$ cat config.mk
export PLATFORM = sky130hd
export DESIGN_NAME = twc_fifo
export DESIGN_NICKNAME = d
export VERILOG_FILES = /design/src/twc_pkg.sv /design/src/twc_fifo.sv
export SDC_FILE = /design/constraint.sdc
export NUM_CORES = 1
export LEC_CHECK = 0
export BUFFER_PORTS_ARGS = -buffer_cell sky130_fd_sc_hd__buf_4
export CORE_UTILIZATION = 35
export DETAILED_ROUTE_END_ITERATION = 6
export GPL_TIMING_DRIVEN = 1
export HOLD_SLACK_MARGIN = 0.05
export SLEW_MARGIN = 40
export SYNTH_ARGS = -nofsm -noshare
export SYNTH_HDL_FRONTEND = slang
export SYNTH_SLANG_ARGS = --single-unit
$ cat constraint.sdc
create_clock -name clk_i -period 6.19 [get_ports clk_i]
set_clock_uncertainty 0.05 [all_clocks]
set_input_delay 1.238 -clock clk_i [delete_from_list [all_inputs] [get_ports clk_i]]
set_output_delay 1.238 -clock clk_i [all_outputs]
set_load 0.005 [all_outputs]
$ cat src/twc_pkg.sv
package twc_pkg;

  // Limits of the configuration and of the arithmetic.
  localparam int unsigned MAX_ROWS     = 64;
  localparam int unsigned MAX_TEX_LOG2 = 8;
  localparam int unsigned MAX_TEX_W    = 256;

  // Field widths.
  localparam int unsigned COL_W   = 12;
  localparam int unsigned DIST_W  = 16;
  localparam int unsigned DIR_W   = 16;
  localparam int unsigned CAM_W   = 16;
  localparam int unsigned ROW_W   = 6;
  localparam int unsigned TEXEL_W = 16;

  // Configuration register widths and port shape.
  localparam int unsigned WH_W       = 7;
  localparam int unsigned TW_W       = 9;
  localparam int unsigned THL_W      = 4;
  localparam int unsigned CFG_IDX_W  = 2;
  localparam int unsigned CFG_DATA_W = 9;

  // Internal arithmetic widths.
  localparam int unsigned FRAC_W    = 22;  // fractional bits of the hit coordinate
  localparam int unsigned TX_W      = 8;   // texture column
  localparam int unsigned TY_W      = 8;   // texture row
  localparam int unsigned LH_W      = 15;  // projected line height
  localparam int unsigned OFFS_W    = LH_W - 1;
  localparam int unsigned POS_W     = 24;  // only bits below 24 reach the texture row
  localparam int unsigned DIV_NUM_W = 25;
  localparam int unsigned DIV_DEN_W = 16;

  localparam int unsigned QUEUE_DEPTH = 2;

  typedef enum logic [CFG_IDX_W-1:0] {
    CFG_WINDOW_HEIGHT   = 2'd0,
    CFG_TEX_WIDTH       = 2'd1,
    CFG_TEX_HEIGHT_LOG2 = 2'd2
  } cfg_idx_e;

  typedef enum logic [1:0] {
    TEX_EAST  = 2'd0,
    TEX_NORTH = 2'd1,
    TEX_WEST  = 2'd2,
    TEX_SOUTH = 2'd3
  } tex_sel_e;

  // Configuration after clamping to the supported ranges.
  typedef struct packed {
    logic [WH_W-1:0]  wh;
    logic [TW_W-1:0]  w;
    logic [THL_W-1:0] hl;
  } cfg_t;

  // One column as handed from the front to the back.
  typedef struct packed {
    logic [COL_W-1:0] column;
    tex_sel_e         tsel;
    logic [TX_W-1:0]  tx;
    logic [ROW_W-1:0] start;
    logic [ROW_W-1:0] stop;
    logic [POS_W-1:0] pos;
    logic [POS_W-1:0] step;
  } desc_t;

  typedef struct packed {
    logic                 start;
    logic [DIV_NUM_W-1:0] num;
    logic [DIV_DEN_W-1:0] den;
  } div_req_t;

  typedef struct packed {
    logic                 done;
    logic [DIV_NUM_W-1:0] quot;
  } div_rsp_t;

endpackage

$ cat src/twc_fifo.sv
// Short descriptor queue between front and back.
module twc_fifo import twc_pkg::*; #(
  parameter int unsigned DEPTH = QUEUE_DEPTH
) (
  input  logic  clk_i,
  input  logic  rst_ni,
  input  logic  push_i,
  input  desc_t push_data_i,
  input  logic  pop_i,
  output logic  full_o,
  output logic  empty_o,
  output desc_t head_o
);

  localparam int unsigned PTR_W = (DEPTH > 1) ? $clog2(DEPTH) : 1;
  localparam int unsigned CNT_W = $clog2(DEPTH + 1);

  desc_t            mem_q [DEPTH];
  logic [PTR_W-1:0] wr_ptr_q;
  logic [PTR_W-1:0] rd_ptr_q;
  logic [CNT_W-1:0] cnt_q;

  function automatic logic [PTR_W-1:0] ptr_next(input logic [PTR_W-1:0] p);
    ptr_next = (p == PTR_W'(DEPTH - 1)) ? '0 : p + PTR_W'(1);
  endfunction

  assign full_o  = (cnt_q == CNT_W'(DEPTH));
  assign empty_o = (cnt_q == '0);
  assign head_o  = mem_q[rd_ptr_q];

  always_ff @(posedge clk_i or negedge rst_ni) begin
    if (!rst_ni) begin
      wr_ptr_q <= '0;
      rd_ptr_q <= '0;
      cnt_q    <= '0;
    end else begin
      if (push_i) begin
        wr_ptr_q <= ptr_next(wr_ptr_q);
      end
      if (pop_i) begin
        rd_ptr_q <= ptr_next(rd_ptr_q);
      end
      if (push_i && !pop_i) begin
        cnt_q <= cnt_q + CNT_W'(1);
      end else if (pop_i && !push_i) begin
        cnt_q <= cnt_q - CNT_W'(1);
      end
    end
  end

  always_ff @(posedge clk_i) begin
    if (push_i) begin
      mem_q[wr_ptr_q] <= push_data_i;
    end
  end

`ifndef SYNTH
  a_no_overflow: assert property (@(posedge clk_i) disable iff (!rst_ni)
    push_i |-> !full_o)
    else $error("descriptor queue written while full");
  a_no_underflow: assert property (@(posedge clk_i) disable iff (!rst_ni)
    pop_i |-> !empty_o)
    else $error("descriptor queue read while empty");
`endif

endmodule

==> flow_metrics.env, run 1 <==
export IMPL_status="finished clean"
export IMPL_antenna_cells=0
export IMPL_ir_drop_v=0.000289
export IMPL_clk_latency_ns=0.41
export IMPL_cts_setup_buffers=0
export IMPL_cp_num_buf_inv=2
export IMPL_path_class="flop to output port"
export IMPL_nets=544
export IMPL_worst_pin_slew_ns=0.626
export IMPL_max_stage_delay_ns=0.76
export IMPL_vias=3104
export IMPL_cts_root_buf="clkbuf_16"
export IMPL_start_util=0.358
export IMPL_yosys_top_cells_count="164 x edfxtp_1, 70 x mux2_4, 12 x mux2_2, 7 x buf_12"
export IMPL_grt_max_degree=45
export IMPL_yosys_area_top_type="edfxtp_1"
export IMPL_cp_start_kind="flop"
export IMPL_area_growth_pct=31.8
export IMPL_p_leak_nw=3.38
export IMPL_wl_um=11300
export IMPL_numCtsBuffers=17
export IMPL_critical_path_cell_count=3
export IMPL_syn_inst=271
export IMPL_finalWeightedCongestion=0.673
export IMPL_route_detailed_drc=0
export IMPL_synth_edff_count=164
export IMPL_wl_per_cell_um=16.2
export IMPL_critPathMaxFanout=30
export IMPL_cts_tree="yes"
export IMPL_powerDensity_nw_per_um2=442
export IMPL_dp_hpwl_um=7560
export IMPL_die_h_um=138
export IMPL_yosysSeqAreaShare=0.779
export IMPL_post_drt_via_cell_ratio=4.44
export IMPL_cts_max_level=4
export IMPL_crit_top_cell="buf_4"
export IMPL_firstDrtPassIters=4
export IMPL_setup_viol=0
export IMPL_ys_warnings_count=0
export IMPL_ys_top_cells_by_area="edfxtp_1 76%, mux2_4 16%, buf_12 2.2%, mux2_2 2.1%, dfrtp_1 1.6%"
export IMPL_setup_tns_ns=0
export IMPL_hold_path_class="flop to flop"
export IMPL_core_area_um2=18000
export IMPL_grt_overflow=0
export IMPL_cp_cell_sequence="buf_4, mux2_4, buf_4"
export IMPL_synth_distinct_cells=14
export IMPL_rsz0062_at_grt="no"
export IMPL_grt_pass1_wl_um=16700
export IMPL_cp_top_family="flip-flops"
export IMPL_ctsResizeCount=0
export IMPL_drt_initial_drc_count=174
export IMPL_critPathSlowestCell="dfrtp_4"
export IMPL_post_route_period_util=0.570
export IMPL_antenna_found_initial=0
export IMPL_hold_viol=0
export IMPL_dieArea_um2=19000
export IMPL_yosys_most_used_dff="edfxtp_1"
export IMPL_syn_nets=358
export IMPL_clockBufferDepth=2
export IMPL_postCtsHoldBufs=0
export IMPL_ant_nets=0
export IMPL_globalRouteTotalUtil=0.123
export IMPL_layout_min_cycle_time_ns=3.53
export IMPL_syn_area_per_cell_um2=23.8
export IMPL_die_w_um=138
export IMPL_reg2regPathDepth=2
export IMPL_clkTransAtPathRegs_ns=0.06
export IMPL_rows=49
export IMPL_clock_sink_count=168
export IMPL_drive_gt1_frac=0.611
export IMPL_slew_headroom=0.582
export IMPL_async_flop_share=0.0238
export IMPL_cap_violations=0
export IMPL_ioPinCount=170
export IMPL_cp_required_ns=4.90
export IMPL_io_buffers=169
export IMPL_drv_slew=0
export IMPL_min_path_cells=1
export IMPL_synth_area_um2=6450
export IMPL_yosysMostFrequentCell="edfxtp_1"
export IMPL_cp_arrival_ns=2.24
export IMPL_first_global_vias=3157
export IMPL_max_freq_mhz=283
export IMPL_synth_top_cell_area_share=0.763
export IMPL_final_util=0.472
export IMPL_worstSetupEndpointType="output port"
export IMPL_synth_seq_cells=168
kinds of logic (layout without fill, tap and decap cells):
family	Yosys count	in the layout	synth area share
buffers and inverters	10	209	0.0248
flip-flops	168	168	0.779
AND/OR/NAND/NOR	5	5	0.00407
multiplexers	82	82	0.184
XOR/XNOR	5	5	0.00679
adder cells (fa/ha/maj)	1	1	0.00194
cell usage in the layout, fill, tap and decap left out, types with 2 or more instances in the layout:
master | Yosys | routed
buf_4 | 0 | 173
edfxtp_1 | 164 | 164
mux2_4 | 70 | 70
clkbuf_16 | 0 | 17
mux2_2 | 12 | 12
clkbuf_1 | 0 | 6
xor2_1 | 4 | 4
clkinv_2 | 0 | 3
dfrtp_1 | 4 | 3
nor2_1 | 2 | 2
bufinv_16 | 0 | 2
clkinvlp_4 | 0 | 2
buf_8 | 0 | 2
per-stage QoR:
stage	worst slack (ns)	instances	power [mW]	cell area, µm²	hold WS, ns
floorplan	0.786	271	2.37	6450	0.405
global placement	2.71	664	2.78	7900	0.425
detailed placement	3.06	667	2.82	7950	0.452
CTS	2.61	699	3.83	8510	0.461
global route	2.52	699	3.96	8510	0.494
finish	2.66	699	3.76	8510	0.457
final cells by class:
type | count | area [µm²]
Clock buffer | 24 | 462
Timing Repair Buffer | 176 | 1350
Tap cell | 229 | 287
Fill cell | 1556 | 9520
Inverter | 1 | 3.75
Clock inverter | 8 | 98.8
Sequential cell | 168 | 5030
Multi-Input combinational cell | 93 | 1280
worst paths after layout:
kind / from / to / slack, ns
max: rd_ptr_q / head_o[26] / 2.66
min: cnt_q[1] / cnt_q[1] / 0.46
max reg2reg: wr_ptr_q / mem_q[1][30] / 4.15
min reg2reg: cnt_q[1] / cnt_q[1] / 0.46
max in group asynchronous: rst_ni / rd_ptr_q / 5.42
min in group asynchronous: rst_ni / rd_ptr_q / 0.56
where the power goes:
group,total (mW),internal [mW],switching [mW],leakage (nW)
combinational,1.15,0.705,0.442,1.53
sequential,1.62,1.51,0.104,1.58
clock,1.00,0.604,0.397,0.268
total,3.76,2.82,0.944,3.38
layer usage:
metal / global-route usage / vias to the layer above / share of wire
met1: 0.144 / 1546 / 0.41
met4: 0.0513 / 0 / 0.013
met5: 0 / - / 0
li1: - / 1441 / -
met3: 0.0545 / 10 / 0.085
met2: 0.195 / 107 / 0.50
flip-flops by register name, summed over array words and instances, names as in the netlist:
register and count:
mem_q 164, wr_ptr_q 1, cnt_q 2, rd_ptr_q 1
Power figures use the tool's default switching activity.
==> inputs of run 2 (changes only) <==
clock period = 3.13 ns   (was 6.19 ns; I/O delays follow)
==> run 2 against run 1 <==
Critical path type unchanged. Clock power up 78%. Sequential power up 98%. Largest cell class unchanged. Critical path depth unchanged. Non-clock buffer count up 2. Highest routed layer unchanged. Utilization down 0.27 points. Hold slack worse by 0.12 ns.
==> flow_metrics.env, run 2 (synthesis gave the netlist of run 1 again) <==
export IMPL_status="finished clean"
export IMPL_critPathSlowestCell="dfrtp_4"
export IMPL_setup_slack_ns=0.443
export IMPL_rsz0062_at_grt="no"
export IMPL_wl_per_cell_um=16.2
export IMPL_netSwitchingPower_mw=1.87
export IMPL_firstDrtPassIters=4
export IMPL_reg_top3="mem_q (164), cnt_q (2)"
export IMPL_worstSetupEndpointType="output port"
export IMPL_hold_end="mem_q[1][69]"
export IMPL_power_share_clock=0.245
export IMPL_powerDensity_nw_per_um2=858
export IMPL_clk_latency_ns=0.41
export IMPL_vias=3088
export IMPL_route_detailed_drc=0
export IMPL_max_stage_delay_ns=0.77
export IMPL_drt_initial_drc_count=119
export IMPL_grt_max_degree=35
export IMPL_top_register="mem_q"
export IMPL_clock_sink_count=168
export IMPL_dieArea_um2=19000
export IMPL_total_power_mw=7.26
export IMPL_die_h_um=138
export IMPL_setup_tns_ns=0
export IMPL_antenna_found_initial=0
export IMPL_cp_num_buf_inv=2
export IMPL_combPwrFrac=0.315
export IMPL_grt_pass1_wl_um=16500
export IMPL_drv_slew=0
export IMPL_ioPinCount=170
export IMPL_core_area_um2=18000
export IMPL_reg2reg_to="mem_q[0][81]"
export IMPL_hold_viol=0
export IMPL_cap_violations=0
export IMPL_wl_um=11300
export IMPL_cp_cell_sequence="buf_12, mux2_2, buf_4"
export IMPL_seqPwrFrac=0.440
export IMPL_min_path_cells=1
export IMPL_cp_arrival_ns=2.01
export IMPL_nets=546
export IMPL_largest_register_ffs=164
export IMPL_first_global_vias=3143
export IMPL_path_class="flop to output port"
export IMPL_setup_viol=0
export IMPL_holdCritStartpoint="push_data_i[69]"
export IMPL_start_util=0.358
export IMPL_reg2regPathDepth=2
export IMPL_slew_headroom=0.600
export IMPL_ir_drop_v=0.000412
export IMPL_area_growth_pct=31.1
export IMPL_grt_overflow=0
export IMPL_p_leak_nw=3.35
export IMPL_die_w_um=138
export IMPL_antenna_cells=0
export IMPL_fillCellCount=1608
export IMPL_io_buffers=169
export IMPL_layout_min_cycle_time_ns=2.69
export IMPL_cts_tree="yes"
export IMPL_clockBufferDepth=2
export IMPL_layout_cells_most_common="buf_4"
export IMPL_ant_nets=0
export IMPL_cts_setup_buffers=0
export IMPL_max_freq_mhz=372
export IMPL_cp_top_family="flip-flops"
export IMPL_cts_root_buf="clkbuf_16"
export IMPL_hold_path_class="input port to flop"
export IMPL_drive_gt1_frac=0.609
export IMPL_cp_required_ns=2.45
export IMPL_critPathMaxFanout=28
export IMPL_dp_slack_ns=0.842
export IMPL_post_drt_via_cell_ratio=4.42
export IMPL_globalRouteTotalUtil=0.122
export IMPL_final_cell_mix="175 x buf_4, 164 x edfxtp_1, 70 x mux2_4, 17 x clkbuf_16, 12 x mux2_2"
export IMPL_rows=49
export IMPL_postCtsHoldBufs=1
export IMPL_post_route_period_util=0.858
export IMPL_cp_start_kind="flop"
export IMPL_dp_hpwl_um=7580
export IMPL_reg2reg_setup_slack_ns=1.37
export IMPL_clkTransAtPathRegs_ns=0.06
export IMPL_power_share_switching=0.258
export IMPL_reg2reg_from="wr_ptr_q"
export IMPL_finalWeightedCongestion=0.636
export IMPL_ctsResizeCount=0
export IMPL_p_int_mw=5.39
export IMPL_cts_max_level=4
export IMPL_numCtsBuffers=17
export IMPL_worst_pin_slew_ns=0.599
-- run 2: layout make-up --
cell class                      count  area, µm²  share of cell area
Inverter                            1       3.75            0.000444
Clock inverter                      9       56.3             0.00666
Timing Repair Buffer              178       1360               0.161
Multi-Input combinational cell     93       1280               0.151
Clock buffer                       21        440              0.0521
Tap cell                          229        287              0.0339
Sequential cell                   168       5030               0.595
-- run 2: worst max path at each step --
stage | startpoint | endpoint | depth (start not counted)
finish | rd_ptr_q | head_o[66] | 3
global route | rd_ptr_q | head_o[66] | 3
CTS | rd_ptr_q | head_o[66] | 3
detailed placement | rd_ptr_q | head_o[66] | 3
global placement | rd_ptr_q | head_o[62] | 3
floorplan | push_i | mem_q[1][0] | 1
-- run 2: metrics by stage --
| stage | instance area (µm²) | hold WS (ns) | util | cells |
|---|---|---|---|---|
| finish | 8460 | 0.340 | 0.469 | 699 |
| global route | 8460 | 0.315 | 0.469 | 699 |
| CTS | 8460 | 0.316 | 0.469 | 699 |
| detailed placement | 7950 | 0.376 | 0.441 | 668 |
| global placement | 7950 | 0.377 | 0.441 | 668 |
| floorplan | 6460 | 0.280 | - | 271 |
-- run 2: power groups by stage --
stage | logic, mW | clock network (mW) | registers, mW
floorplan | 1.52 | 0 | 3.14
global placement | 2.33 | 0 | 3.22
detailed placement | 2.34 | 0 | 3.25
CTS | 2.35 | 1.84 | 3.21
global route | 2.46 | 1.92 | 3.24
finish | 2.29 | 1.78 | 3.20
-- run 2: worst reg2reg max path: stages, from the launching register on --
cell	delay (ns)
dfrtp_1	0.43
nor2b_4	0.51
buf_4	0.43
-- run 2: layer usage --
layer,up-vias,track usage,share of wire
met3,15,0.0456,0.076
met1,1524,0.137,0.40
met2,108,0.205,0.50
met5,-,0,0
met4,0,0.0616,0.017
li1,1441,-,-
