## src/twc_pkg.sv

```systemverilog
package twc_pkg;

  // Limits of the configuration and of the arithmetic.
  localparam int unsigned MAX_ROWS     = 64;
  localparam int unsigned MAX_TEX_LOG2 = 8;
  localparam int unsigned MAX_TEX_W    = 256;

  // Field widths.
  localparam int unsigned COL_W   = 12;
  localparam int unsigned DIST_W  = 16;
  localparam int unsigned DIR_W   = 16;
  localparam int unsigned CAM_W   = 16;
  localparam int unsigned ROW_W   = 6;
  localparam int unsigned TEXEL_W = 16;

  // Configuration register widths and port shape.
  localparam int unsigned WH_W       = 7;
  localparam int unsigned TW_W       = 9;
  localparam int unsigned THL_W      = 4;
  localparam int unsigned CFG_IDX_W  = 2;
  localparam int unsigned CFG_DATA_W = 9;

  // Internal arithmetic widths.
  localparam int unsigned FRAC_W    = 22;  // fractional bits of the hit coordinate
  localparam int unsigned TX_W      = 8;   // texture column
  localparam int unsigned TY_W      = 8;   // texture row
  localparam int unsigned LH_W      = 15;  // projected line height
  localparam int unsigned OFFS_W    = LH_W - 1;
  localparam int unsigned POS_W     = 24;  // only bits below 24 reach the texture row
  localparam int unsigned DIV_NUM_W = 25;
  localparam int unsigned DIV_DEN_W = 16;

  localparam int unsigned QUEUE_DEPTH = 2;

  typedef enum logic [CFG_IDX_W-1:0] {
    CFG_WINDOW_HEIGHT   = 2'd0,
    CFG_TEX_WIDTH       = 2'd1,
    CFG_TEX_HEIGHT_LOG2 = 2'd2
  } cfg_idx_e;

  typedef enum logic [1:0] {
    TEX_EAST  = 2'd0,
    TEX_NORTH = 2'd1,
    TEX_WEST  = 2'd2,
    TEX_SOUTH = 2'd3
  } tex_sel_e;

  // Configuration after clamping to the supported ranges.
  typedef struct packed {
    logic [WH_W-1:0]  wh;
    logic [TW_W-1:0]  w;
    logic [THL_W-1:0] hl;
  } cfg_t;

  // One column as handed from the front to the back.
  typedef struct packed {
    logic [COL_W-1:0] column;
    tex_sel_e         tsel;
    logic [TX_W-1:0]  tx;
    logic [ROW_W-1:0] start;
    logic [ROW_W-1:0] stop;
    logic [POS_W-1:0] pos;
    logic [POS_W-1:0] step;
  } desc_t;

  typedef struct packed {
    logic                 start;
    logic [DIV_NUM_W-1:0] num;
    logic [DIV_DEN_W-1:0] den;
  } div_req_t;

  typedef struct packed {
    logic                 done;
    logic [DIV_NUM_W-1:0] quot;
  } div_rsp_t;

endpackage

```

## src/twc_div.sv

```systemverilog
// Restoring divider, one quotient bit per cycle.
module twc_div import twc_pkg::*; (
  input  logic     clk_i,
  input  logic     rst_ni,
  input  div_req_t req_i,
  output div_rsp_t rsp_o
);

  localparam int unsigned CNT_W = $clog2(DIV_NUM_W);

  logic [DIV_NUM_W-1:0] num_q, num_d;
  logic [DIV_DEN_W-1:0] rem_q, rem_d;
  logic [DIV_DEN_W-1:0] den_q;
  logic [CNT_W-1:0]     cnt_q;
  logic                 busy_q;
  logic                 done_q;
  logic [DIV_DEN_W:0]   trial;
  logic [DIV_DEN_W:0]   diff;

  always_comb begin
    trial = {rem_q, num_q[DIV_NUM_W-1]};
    diff  = trial - {1'b0, den_q};
    if (trial >= {1'b0, den_q}) begin
      rem_d = diff[DIV_DEN_W-1:0];
      num_d = {num_q[DIV_NUM_W-2:0], 1'b1};
    end else begin
      rem_d = trial[DIV_DEN_W-1:0];
      num_d = {num_q[DIV_NUM_W-2:0], 1'b0};
    end
  end

  always_ff @(posedge clk_i or negedge rst_ni) begin
    if (!rst_ni) begin
      busy_q <= 1'b0;
      done_q <= 1'b0;
      cnt_q  <= '0;
    end else begin
      done_q <= 1'b0;
      if (req_i.start) begin
        busy_q <= 1'b1;
        cnt_q  <= CNT_W'(DIV_NUM_W - 1);
      end else if (busy_q) begin
        cnt_q <= cnt_q - CNT_W'(1);
        if (cnt_q == '0) begin
          busy_q <= 1'b0;
          done_q <= 1'b1;
        end
      end
    end
  end

  always_ff @(posedge clk_i) begin
    if (req_i.start) begin
      num_q <= req_i.num;
      den_q <= req_i.den;
      rem_q <= '0;
    end else if (busy_q) begin
      num_q <= num_d;
      rem_q <= rem_d;
    end
  end

  assign rsp_o.done = done_q;
  assign rsp_o.quot = num_q;

`ifndef SYNTH
  a_start_when_idle: assert property (@(posedge clk_i) disable iff (!rst_ni)
    req_i.start |-> !busy_q)
    else $error("divider restarted while busy");
`endif

endmodule

```

## config.mk

```make
export PLATFORM = sky130hd
export DESIGN_NAME = twc_div
export DESIGN_NICKNAME = d
export VERILOG_FILES = /design/src/twc_pkg.sv /design/src/twc_div.sv
export SDC_FILE = /design/constraint.sdc
export NUM_CORES = 1
export LEC_CHECK = 0
export BUFFER_PORTS_ARGS = -buffer_cell sky130_fd_sc_hd__buf_2
export CAP_MARGIN = 20
export CORE_AREA = 3 3 89 91
export DETAILED_ROUTE_END_ITERATION = 8
export DIE_AREA = 0 0 92 94
export MAX_ROUTING_LAYER = met4
export PLACE_DENSITY = 0.75
export SYNTH_ARGS = -nofsm -noshare
export SYNTH_HDL_FRONTEND = slang
export SYNTH_SLANG_ARGS = --single-unit
```

## constraint.sdc

```tcl
create_clock -name clk_i -period 2.62 [get_ports clk_i]
set_clock_uncertainty 0.15 [all_clocks]
set_input_delay 0.131 -clock clk_i [delete_from_list [all_inputs] [get_ports clk_i]]
set_output_delay 0.131 -clock clk_i [all_outputs]
set_load 0.01 [all_outputs]
```

==> results of run 1 <==
-- worst paths after layout --
check / startpoint / to / slack [ps]
max: num_q[24] / rem_q[1] / 110
min reg2reg: rem_q[10] / rem_q[10] / 360
max in group asynchronous: rst_ni / cnt_q[3] / 1010
min in group asynchronous: rst_ni / cnt_q[0] / 490
min: req_i[41] / den_q[0] / 110
max reg2reg: num_q[24] / rem_q[1] / 110
-- stage by stage --
stage,hold slack (ps),setup WS (ps)
2_1_floorplan,-314.6,118.2
3_3_place_gp,-177.0,113.9
3_5_place_dp,-173.1,90.11
4_1_cts,92.90,71.81
5_1_grt,114.4,-8.547
6_report,110.1,111.8
-- state kept, by name, summed over array words and instances (netlist names) --
name and flops:
rem_q 16, busy_q 1, cnt_q 5, num_q 25, done_q 1, den_q 16
-- area by class of cell --
class                   count  area (um2)
inverters                  25       93.84
multi-input cells         215        1683
well taps                  99       123.9
flip-flops and latches     64        1727
fillers                   545        2457
clock inverters             6       91.34
repair buffers            125       900.9
clock buffers              10       137.6
-- timing repair --
item                       CTS  global route
hold buffers                44             0
setup endpoints to repair    0            13
hold endpoints to repair    48             0
resized for setup            0             6
-- layout by cell type (no fill, tap or decap), types with 10 or more instances in the layout --
cell type       n
a21oi_1        11
buf_2          69
buf_4          10
clkbuf_8       10
dfxtp_1        16
dlygate4sd3_1  44
edfxtp_1       41
ha_1           17
inv_1          25
mux2_2         26
nand2_1        16
nor2_1         25
o21ai_0        11
xnor2_1        11
-- worst reg2reg max path: cells and delay by family (launching register included) --
kind	cells	cell delay, ps
buf+inv	1	120
flops	1	420
simple gates	4	780
compound gates	2	740
fa+ha+maj	1	190
-- routing by layer --
layer,vias to the layer above,share of wire,track usage
met1,1368,0.42,0.2312
li1,1412,-,-
met4,0,0.020,0.07673
met3,15,0.035,0.04167
met2,55,0.52,0.3315
met5,-,0,-
-- power by group --
group	total (mW)	leakage [nW]	switching [mW]	internal (mW)
clock	0.967	0.117	0.401	0.566
sequential	1.44	0.633	0.149	1.29
combinational	1.89	1.27	0.960	0.931
-- logic make-up (layout without fill, tap and decap cells) --
family	after synthesis	after routing	share of synthesized area
xor+xnor	16	16	0.03941
mux	35	35	0.1077
fa+ha+maj	19	19	0.06897
compound gates	67	68	0.1372
buf+inv	42	166	0.05067
simple gates	77	77	0.1105
flops	64	64	0.4856
==> results.cfg, run 1 <==
[synthesis]
yosys.area.top_type_share = 0.3462
ys_types = 52
synth_ff_type = edfxtp_1
ys_top_cells_by_count = edfxtp_1 (41), mux2_2 (26), inv_1 (25), nor2_1 (25), ha_1 (18)
yosys_warnings = 0
async_flop_share = 0.1094
synth_seq_area_share = 0.4856
syn-instance-count = 320
yosysMostFrequentCell = edfxtp_1
ys_seq_elements = 64
synth_nets = 383
synth_edf_count = 41
synth_area_per_cell_um2 = 11.11
netlist_area_mm2 = 0.003556
synth_top_cell_by_area = edfxtp_1
netlist_top_cells_area = edfxtp_1 (35%), dfxtp_1 (9.0%), mux2_2 (8.2%)

[floorplanning]
start_util = 0.4929
die_h_um = 94
dieArea_mm2 = 0.008648
coreArea_mm2 = 0.007214
boundaryPins = 70
die_x_um = 92
fp-row-count = 31

[clocking]
clockBufferDepth = 2
cts_sinks = 64
clk_latency_ps = 350
cts_buffers = 9
cts_setup_buffers = 0
htree_levels = 3
cts_root_buffer = clkbuf_8
clk_pin_slew_ps = 80
cts_tree = built

[place]
dp_hpwl_um = 5276
place_area_mm2 = 0.004054
gp_congestion = 0.8649
dpl.cell_count = 483
io_buffers = 69

[power]
finalPower_mw = 4.298
vdd_ir_drop_max_mv = 0.5589
p_leak_nw = 2.022
p_per_area_mw_per_mm2 = 903.5

[setup_path]
worstSetupPathType = reg2reg
worst-r2r-cell-count = 8
arrival_ps = 2600
endpoint_kind = flop
crit_path_start_kind = flop
crit_chain = inv_1, ha_1, nand3b_1, nand2_1, o311a_1, a211o_4, nor4bb_1, or3_1
cp_slowest_stage_delay_ps = 420
critPathTopFamily = simple AND/OR/NAND/NOR gates
crit_path_top_delay_cell = edfxtp_1
crit_cells = 8
crit_buf_inv = 1
worstPathMaxFanout = 6
cp.required_ps = 2710

[detailed_routing]
wirelength_um = 7867
avgViaCountPerCell = 5.239
dr.pass1.iters = 6
ant_nets = 0
first_iter_violations = 171
num_vias = 2850
drt-wirelength-per-cell_um = 14.46
drc_errors = 0

[finish]
layout-drive-gt1-share = 0.3169
syn_to_final_growth_pct = 33.78
num_antenna_cells = 0
layout.cells.non_filler = 544
nNetsFinal = 503
postLayoutCoreUtil = 0.6594
finalInstanceArea_mm2 = 0.004757

[sta]
relSlewSlack = 0.6152
tns_ps = 0
fin_crit_sh = 0.9573
hold_viol_final = 0
finalCriticalPeriod_ps = 2508
final_max_slew_viol_count = 0
setup_viol = 0
max_freq_ghz = 0.3987
tightest_slew_ps = 577.2

[global_routing]
grt_pass1_wl_um = 12900
grt_pass1_vias = 2762
overflow = 0
grt_max_degree = 43
grt_use_total = 0.1963
antenna_found_initial = 0

[min_path]
holdPathStages = 1
hold_class = in2reg

[flow_run]
cap_violations = 0

[status]
run_status = finished clean
Note: power is estimated with default switching activity, not from simulation.
==> inputs of run 2 (changes only) <==
--- a/config.mk
+++ b/config.mk
@@ -11,7 +11,7 @@
 export DETAILED_ROUTE_END_ITERATION = 8
 export DIE_AREA = 0 0 92 94
 export MAX_ROUTING_LAYER = met4
-export PLACE_DENSITY = 0.75
+export PLACE_DENSITY = 0.87
 export SYNTH_ARGS = -nofsm -noshare
 export SYNTH_HDL_FRONTEND = slang
 export SYNTH_SLANG_ARGS = --single-unit
==> run 2 against run 1 <==
  * Worst hold slack improved by 30 ps
  * Critical path depth unchanged
  * Combinational power increased by 5%
  * Total power increased by 1.8%
  * Register-to-register slack got worse by 30 ps
  * Cell area increased by 0.18%
  * Clock power decreased by 0.8%
  * Critical endpoint is now num_q[0]
  * Largest cell class unchanged
  * Highest routed layer unchanged
==> results.cfg, run 2 (synthesis gave the netlist of run 1 again) <==
[status]
run_status = finished clean

[finish]
reg_top3 = num_q (25), den_q (16), rem_q (16)
largest-register = num_q
layout.cells.non_filler = 548
nNetsFinal = 507
final_common_cell = buf_2
layout-drive-gt1-share = 0.3274
largest_reg_flops = 25
seq_area_mm2 = 0.001727
num_antenna_cells = 0
final_cell_mix = buf_2 (69), dlygate4sd3_1 (43), edfxtp_1 (41)
syn_to_final_growth_pct = 34.03
multi_input_area_mm2 = 0.001685
finalInstanceArea_mm2 = 0.004766
fill_cells = 514

[floorplanning]
fp-row-count = 31
boundaryPins = 70
dieArea_mm2 = 0.008648
start_util = 0.4929
die_h_um = 94
die_x_um = 92
coreArea_mm2 = 0.007214

[setup_path]
crit_path_start_kind = flop
critPathTopFamily = compound AO/OA/AOI/OAI gates
crit_path_top_delay_cell = edfxtp_1
crit_buf_inv = 2
endpoint_kind = flop
crit_chain = inv_1, ha_2, a21oi_2, nand2_1, o311a_1, a211o_4, buf_4, mux2_2
arrival_ps = 2480
cp_slowest_stage_delay_ps = 370
worstPathMaxFanout = 7
cp.required_ps = 2570
worstSetupPathType = reg2reg

[detailed_routing]
drc_errors = 0
dr.pass1.iters = 5
num_vias = 2978
wirelength_um = 9171
ant_nets = 0
avgViaCountPerCell = 5.434
first_iter_violations = 274
drt-wirelength-per-cell_um = 16.74

[sta]
finalCriticalPeriod_ps = 2535
hold_viol_final = 0
setup_viol = 0
fin_crit_sh = 0.9676
tightest_slew_ps = 666.9
relSlewSlack = 0.5554
max_freq_ghz = 0.3945
final_max_slew_viol_count = 0

[clocking]
clockBufferDepth = 2
cts_root_buffer = clkbuf_8
htree_levels = 3
cts_buffers = 9
clk_pin_slew_ps = 80
cts_sinks = 64
clk_latency_ps = 360
cts_tree = built

[global_routing]
grt_use_total = 0.2175
overflow = 0
grt_max_degree = 28
grt_pass1_wl_um = 14220
antenna_found_initial = 0
grt_pass1_vias = 3027

[place]
dp_hpwl_um = 5449
io_buffers = 69
gp_congestion = 0.9194
place_area_mm2 = 0.004056
dpl.cell_count = 485

[power]
vdd_ir_drop_max_mv = 0.5292
p_leak_nw = 2.023
p_per_area_mw_per_mm2 = 918.5

[min_path]
hold_class = in2reg

[flow_run]
cap_violations = 0
[run 2: cell count changes in the layout (fill, tap and decap cells not counted), moves of 2 or more]
cell and delta:
ha_2 +2, ha_1 -2, clkinvlp_4 +2, a211oi_2 -2
a211oi_1 +2, buf_4 +6
[run 2: through the flow]
step | hold WS, ps | util | setup WS, ps | TNS, ps | total power, mW
after floorplan | -314.6 | - | 118.2 | 0 | 2.753
after global placement | -178.6 | 0.5623 | 115.9 | 0 | 3.105
after detailed placement | -180.9 | 0.5623 | 55.36 | 0 | 3.178
after CTS | 135.7 | 0.6524 | 42.32 | 0 | 4.177
after global routing | 158.5 | 0.6606 | -46.12 | -68.75 | 4.621
final | 139.6 | 0.6606 | 84.94 | 0 | 4.377
[run 2: routing by layer]
layer,vias up,global-route usage,routed length [um]
met4,0,0.1163,301
met5,-,-,0
li1,1412,-,-
met1,1408,0.2405,3453
met3,31,0.02885,403
met2,127,0.3832,5012
[run 2: timing repair]
item | CTS | global route
hold buffers | 43 | 0
gates resized for setup | 0 | 9
buffers inserted | 0 | 3
setup endpoints to repair | 0 | 11
endpoints found under the hold margin | 48 | 0
[run 2: final timing paths]
check                          start  endpoint  slack (ps)  cells after the start
setup / recovery            den_q[2]  num_q[0]          80                      8
hold / removal             req_i[41]  den_q[0]         140                      1
setup reg to reg            den_q[2]  num_q[0]          80                      8
hold reg to reg             rem_q[8]  rem_q[8]         370                      2
max in group asynchronous     rst_ni  cnt_q[0]        1520                      3
min in group asynchronous     rst_ni  cnt_q[4]         560                      3
[run 2: worst reg2reg max path: stages (launching register included)]
cell and delay, ps:
edfxtp_1 370, inv_1 80, ha_2 300, a21oi_2 190, nand2_1 90, o311a_1 340, a211o_4 360, buf_4 150
mux2_2 250
[run 2: power by group]
group | internal [mW] | switching (mW) | total (mW)
logic | 0.964 | 1.01 | 1.98
registers | 1.29 | 0.152 | 1.44
clock network | 0.535 | 0.423 | 0.959
total | 2.79 | 1.59 | 4.38
[run 2: cell type report]
| cell class | instances | share of cell area |
|---|---|---|
| clock inverters | 7 | 0.02022 |
| inverters | 25 | 0.01969 |
| clock buffers | 9 | 0.02599 |
| well taps | 99 | 0.02599 |
| repair buffers | 129 | 0.1922 |
| multi-input cells | 215 | 0.3536 |
| flip-flops and latches | 64 | 0.3623 |
==> inputs of run 3 (changes only) <==
--- a/config.mk
+++ b/config.mk
@@ -7,11 +7,11 @@
 export LEC_CHECK = 0
 export BUFFER_PORTS_ARGS = -buffer_cell sky130_fd_sc_hd__buf_2
 export CAP_MARGIN = 20
-export CORE_AREA = 3 3 89 91
+export CORE_AREA = 3 3 124 126
 export DETAILED_ROUTE_END_ITERATION = 8
-export DIE_AREA = 0 0 92 94
+export DIE_AREA = 0 0 127 129
 export MAX_ROUTING_LAYER = met4
-export PLACE_DENSITY = 0.87
+export PLACE_DENSITY = 0.55
 export SYNTH_ARGS = -nofsm -noshare
 export SYNTH_HDL_FRONTEND = slang
 export SYNTH_SLANG_ARGS = --single-unit
==> run 3 against run 2 <==
  * Core utilization is 32 points lower
  * Register-to-register slack better by 20 ps
  * Sequential power hardly changed
  * Worst hold slack worse by 100 ps
  * Die area is 89% higher
  * First-iteration DRC count is 42% lower
  * Non-clock buffer count is 4 higher
  * Fmax is 0.83% higher
  * Global-route usage is 11 points lower
  * Sequential share of layout area is 1.5 points lower
  * Critical endpoint is now rem_q[15]
  * Largest power group unchanged
==> results.cfg, run 3 (synthesis gave the netlist of run 1 again) <==
[finish]
layout.cells.non_filler = 636
syn_to_final_growth_pct = 39.87
final_common_cell = buf_2
largest-register = num_q
layout-drive-gt1-share = 0.3274
nNetsFinal = 510
largest_reg_flops = 25
final_cell_mix = buf_2 (69), dlygate4sd3_1 (42), edfxtp_1 (41)
finalInstanceArea_mm2 = 0.004974
num_antenna_cells = 0
reg_top3 = num_q (25), den_q (16), rem_q (16)

[global_routing]
antenna_found_initial = 0
grt_max_degree = 26
overflow = 0
grt_use_total = 0.1079
grt_pass1_wl_um = 13790
grt_pass1_vias = 2857

[floorplanning]
die_h_um = 129
fp-row-count = 44
die_x_um = 127
coreArea_mm2 = 0.01442
start_util = 0.2465
boundaryPins = 70
dieArea_mm2 = 0.01638

[sta]
fin_crit_sh = 0.9596
rsz0062_at_grt = true
hold_viol_final = 0
final_max_slew_viol_count = 0
tightest_slew_ps = 589.4
setup_viol = 0
finalCriticalPeriod_ps = 2514
relSlewSlack = 0.6071
max_freq_ghz = 0.3978
fin_ws_ps = 105.9

[setup_path]
worstPathMaxFanout = 9
arrival_ps = 2610
cp.required_ps = 2720
cpMostUsedCell = o221ai_1
worst-r2r-cell-count = 9
cp_slowest_stage_delay_ps = 380
cp-startpoint = den_q[8]
crit_path_start_kind = flop
timing.rr.start = den_q[8]
regToRegEndpoint = rem_q[15]
crit_path_top_delay_cell = a211o_4
crit_chain = inv_1, ha_1, a211oi_2, o221ai_1, a31o_1, a211o_4, buf_4, or3_1, o221ai_1
regToRegSetupSlack_ps = 110
endpoint_kind = flop
worstSetupPathType = reg2reg

[status]
run_status = finished clean

[place]
dpl.cell_count = 575
io_buffers = 69
gp_congestion = 0.7783
dp_hpwl_um = 6050
dpl_worst_slack_ps = 84.43
place_area_mm2 = 0.004188

[detailed_routing]
first_iter_violations = 160
dr.pass1.iters = 4
wirelength_um = 8468
drt-wirelength-per-cell_um = 13.31
drc_errors = 0
ant_nets = 0
num_vias = 2869
avgViaCountPerCell = 4.511

[clocking]
cts_sinks = 64
clk_pin_slew_ps = 60
cts_root_buffer = clkbuf_16
clockBufferDepth = 2
htree_levels = 3
cts_tree = built
cts_buffers = 9
clk_latency_ps = 330

[min_path]
hold_class = in2async

[power]
p_leak_nw = 2.094
vdd_ir_drop_max_mv = 0.4173
finalPower_mw = 4.686
p_per_area_mw_per_mm2 = 942.2

[flow_run]
cap_violations = 0
==> run 3: cell types whose count changed in the layout (fill, tap and decap cells not counted), sizes merged <==
cell	previous run	this run
a211o	2	1
dlygate4sd3	43	42
clkinvlp	2	0
buf	86	91
inv	25	27
==> run 3: timing repair <==
item | in CTS | in global routing
setup buffers | 0 | 3
resized for setup | 0 | 4
setup endpoints to repair | 0 | 14
endpoints found under the hold margin | 48 | 0
hold buffers | 42 | 0
==> run 3: worst max-delay path by stage <==
stage                endpoint  slack, ps  cells past startpoint
floorplan            num_q[0]        120                      9
global placement     rem_q[9]        110                      9
detailed placement   rem_q[5]         80                      9
CTS                  rem_q[6]         50                      9
global route        rem_q[10]        -10                      9
finish              rem_q[15]        110                      9
==> run 3: layout make-up <==
class / instances / area (um2)
multi-input cells: 214 / 1663
repair buffers: 133 / 930.9
clock buffers: 9 / 225.2
inverters: 25 / 93.84
clock inverters: 7 / 103.9
well taps: 184 / 230.2
fillers: 1443 / 9450
flip-flops and latches: 64 / 1727
==> run 3: critical path, delay by kind of cell (launching register included) <==
family | cells | cell delay, ps
flops | 1 | 350
fa+ha+maj | 1 | 260
simple gates | 1 | 350
compound gates | 5 | 1110
buf+inv | 2 | 210
==> run 3: routing by layer <==
metal	vias up	routed length, um	track usage	share of wire
met5	-	0	-	0
met4	0	216	0.04479	0.026
met3	20	235	0.02491	0.028
met2	61	4205	0.1737	0.50
met1	1363	3811	0.1306	0.45
li1	1425	-	-	-
==> run 3: power breakdown <==
group	internal, mW	switching (mW)	total [mW]
Clock	0.844	0.472	1.32
Combinational	0.985	0.957	1.94
Sequential	1.29	0.135	1.43
==> run 3: through the flow <==
stage | hold slack [ps] | TNS, ps | utilization
floorplan | -314.6 | 0 | -
global placement | -171.0 | 0 | 0.2903
detailed placement | -171.9 | 0 | 0.2903
CTS | 37.63 | 0 | 0.3423
global route | 45.91 | -18.16 | 0.3448
finish | 40.05 | 0 | 0.3448
